**src/rtl/core/cprs_ram.sv**
```systemverilog
// generic simple dual port ram (one write port, one read port) with registered read
// no dependencies
`timescale 1ns / 1ps
`default_nettype none
module cprs_ram #(
  parameter int Width = 8,
  parameter int Depth = 16
) (
  input  wire logic                     clk,
  input  wire logic                     we,
  input  wire logic [$clog2(Depth)-1:0] waddr,
  input  wire logic [Width-1:0]         wdata,
  input  wire logic [$clog2(Depth)-1:0] raddr,
  output logic      [Width-1:0]         rdata
);
  logic [Width-1:0] mem [Depth];
  always_ff @(posedge clk) begin
    if (we) begin
      mem[waddr] <= wdata;
    end
    rdata <= mem[raddr];
  end
endmodule
`default_nettype wire
```
**config.mk**
```make
export PLATFORM = sky130hd
export DESIGN_NAME = cprs_ram
export DESIGN_NICKNAME = d
export VERILOG_FILES = /design/src/rtl/core/cprs_ram.sv
export SDC_FILE = /design/constraint.sdc
export NUM_CORES = 1
export LEC_CHECK = 0
export ABC_CLOCK_PERIOD_IN_PS = 2250
export BUFFER_PORTS_ARGS = -buffer_cell sky130_fd_sc_hd__buf_2
export CAP_MARGIN = 30
export CORE_ASPECT_RATIO = 1.5
export CORE_MARGIN = 4
export CORE_UTILIZATION = 60
export CTS_CLUSTER_DIAMETER = 40
export DETAILED_ROUTE_END_ITERATION = 10
export HOLD_SLACK_MARGIN = 0.08
export PLACE_DENSITY = 0.78
export SYNTH_ARGS = -nofsm -noshare
export SYNTH_HDL_FRONTEND = slang
export SYNTH_SLANG_ARGS = --single-unit
```
**constraint.sdc**
```tcl
create_clock -name clk -period 2.25 [get_ports clk]
set_clock_uncertainty 0.15 [all_clocks]
set_input_delay 0.225 -clock clk [delete_from_list [all_inputs] [get_ports clk]]
set_output_delay 0.225 -clock clk [all_outputs]
set_load 0.01 [all_outputs]
```
==> metrics.md <==
| Metric | Value |
|---|---|
| CTS tree | done |
| Max Slew Vio Count | 0 |
| Number of cells on the worst hold path | 1 |
| Post-Synthesis Cell Area | 5150 µm² |
| Netlist cell types | 19 |
| Final wirelength | 9.97 mm |
| Synth Area in XOR/XNOR | 0% |
| Initial antenna violation count | 0 |
| Min Tclk post-route | 1.54 ns |
| Max-cap violation count | 0 |
| Relative slew slack | 53.1% |
| Post-Synth Adder-Cell Area | 0% |
| Die Area | 10200 µm² |
| Gate power share | 4.9% |
| Setup slack at placement | 0.295 ns |
| Seq pwr share | 49.9% |
| Largest family of logic cells by synthesized area | multiplexers |
| DRC errors left | 0 |
| Power per cell area | 927 nW/µm² |
| Final WS setup | 0.711 ns |
| Leak | 0.00213 µW |
| Fmax | 0.650 GHz |
| Largest net degree at the start of global routing | 25 |
| Fin crit share | 68.4% |
| Switching Share | 20.1% |
| # diodes | 0 |
| Via count | 2536 |
| 1st-pass router iterations | 4 |
| # rows | 41 |
| Yosys warns | 0 |
| Core Region | 8410 µm² |
| Compound-Gate Fraction of Synth Area | 2.33% |
| WP data arrival | 1.68 ns |
| Vias/cell | 6.13 |
| Worst-path clk slew | 0.05 ns |
| IO Pins | 26 |
| Crit Path Max Fanout | 1 |
| Chip Width | 83.6 µm |
| Postcts setup bufs | 0 |
| Asr flop ratio synth | 0% |
| Port bufs | 25 |
| Clk_lat worst skew | 0.41 ns |
| Syn_area_per_cell | 22.5 µm² |
| Chip Height | 121 µm |
| Hold Vio Cnt, Final | 0 |
| Total CTS buffers | 17 |
| RSZ-0062 raised after global routing | false |
| Hold Crit Start | wdata[0] |
| Root buffer cell | clkbuf_16 |
| Clock Power Share | 45.1% |
| First-pass GRT wire length | 15.8 mm |
| Cell internal pwr | 4560 µW |
| R2R Path Start | mem[2][1]$_DFFE_PP_ |
| CP endpoint kind | flop |
| Fin Setup TNS | 0 ns |
| Area contributors post-synth | edfxtp_1 (75%), mux4_2 (7.9%), mux4_1 (7.1%) |
| Mux cell area share after synthesis | 15.0% |
| Simple-gate share of the synthesized area | 3.18% |
| # clock sinks | 136 |
| Area grow syn2layout | 19.6% |
| DP HPWL | 6.26 mm |
| Post-Syn Instances | 229 |
| Worst Hold Slack | 0.0984 ns |
| H-tree depth | 4 |
| Setup crit start kind | flop |
| VDD IR max | 0.705 mV |
| GR Util All Layers | 22.1% |
| Run status | finished, final reports clean |
| Cell area after layout | 6160 µm² |
| Seq/Total Area, Yosys | 77.8% |
| GR Overflow Total | 0 |
| R2R depth | 3 |
| Dpl cell area | 5530 µm² |
| Post-synth EDFFs | 128 |
| GP Congestion | 0.803 |
| Hold WC Path Type | input pin to flop |
| DRT antenna net count | 0 |
| Share of cells above drive strength 1 | 31.6% |
| Post-layout nets | 312 |
| Area leader, netlist | edfxtp_1 |
| Prevailing post-synth register cell | edfxtp_1 |
| Final setup fails | 0 |
| Clock Tree Buf Depth | 2 |
| DR iter-0 viols | 165 |
| WP data required | 2.39 ns |
| Worst-Margin Slew | 0.702 ns |
| Starting Density | 61.2% |
| Syn nets | 247 |
| Switching power | 1150 µW |
| Yosys top cell area share | 74.7% |
| Kind of critical path | flop to flop |
| Wire per inst | 24.1 µm |
| #FFs+latches synth | 136 |
| Vias in the first global route | 2678 |
| Critical Path Start | mem[2][1]$_DFFE_PP_ |
## cell usage in the layout (no fill, tap or decap)
cell type | Yosys | routed
clkinv_4 | 0 | 2
clkinv_2 | 0 | 5
nand3b_1 | 2 | 2
mux4_1 | 14 | 14
nand2b_1 | 2 | 2
nand3_1 | 1 | 1
or3b_2 | 1 | 1
buf_12 | 0 | 2
bufinv_16 | 0 | 2
dfxtp_1 | 8 | 8
nand2_1 | 9 | 9
nor2b_1 | 1 | 1
buf_2 | 3 | 25
and2_1 | 1 | 1
clkbuf_16 | 0 | 17
clkinvlp_4 | 0 | 3
dlygate4sd3_1 | 0 | 7
and2b_1 | 1 | 1
nor2_1 | 13 | 13
edfxtp_1 | 128 | 128
clkinv_1 | 0 | 3
buf_4 | 1 | 22
mux4_2 | 18 | 18
nor3_1 | 4 | 4
a22oi_1 | 16 | 16
## final cells by class
class	instances	area, µm²
clock buffer	17	425
clock inverter	15	136
fill	489	2260
multi-input combinational	83	1060
sequential	136	4000
tap	107	134
timing repair buffer	56	400
## flip-flops by register name, indices dropped and copies added (netlist names)
name   cells
mem      128
rdata      8
## cell families (layout without fill, tap and decap cells)
family          Yosys count  in the layout
flops                   136            136
mux                      32             32
simple gates             35             35
compound gates           16             16
buf+inv                  10             88
## per-stage QoR
stage / util, % / total power, µW / instances
2_1_floorplan: - / 3050 / 229
3_3_place_gp: 65.7 / 3160 / 375
3_5_place_dp: 65.7 / 3170 / 375
4_1_cts: 73.2 / 5750 / 414
5_1_grt: 73.2 / 5880 / 414
6_report: 73.2 / 5710 / 414
## path summary, 6_finish.rpt
path	end	slack [ns]
max	rdata[1]$_DFF_P_	0.71
min	mem[5][0]$_DFFE_PP_	0.1
max reg2reg	rdata[1]$_DFF_P_	0.71
min reg2reg	rdata[7]$_DFF_P_	0.53
## cell usage after synthesis, types with 3 or more instances
cell type	number
edfxtp_1	128
buf_2	3
clkdlybuf4s25_2	3
a22oi_1	16
mux4_2	18
nand2_1	9
buf_6	3
mux4_1	14
nor2_1	13
nor3_1	4
dfxtp_1	8
## routing by layer
| metal | global-route usage [%] | share of wire (%) | vias up | wire, µm |
|---|---|---|---|---|
| met5 | 0 | 0 | - | 0 |
| met4 | 8.85 | 2.6 | 0 | 259 |
| met3 | 5.10 | 5.8 | 22 | 574 |
| met2 | 38.1 | 54 | 98 | 5420 |
| met1 | 27.0 | 37 | 1307 | 3720 |
| li1 | - | - | 1109 | - |
## timing repair
action / CTS / global route
endpoints found under the hold margin: 112 / 0
hold buffers: 7 / 0
gates resized for setup: 0 / 0
## power groups by stage
stage                     clock network (µW)  logic [µW]  registers, µW
after floorplan                            0         144           2910
after global routing                    2720         306           2860
after detailed placement                   0         270           2900
final                                   2580         281           2850
after global placement                     0         261           2900
after CTS                               2610         285           2850
## worst max-delay path, cell delays in order (launching register included)
cell and delay, ns:
edfxtp_1 0.39, mux4_1 0.51, a22oi_1 0.29, nand2_1 0.09
Note: power is estimated with default switching activity, not from simulation.
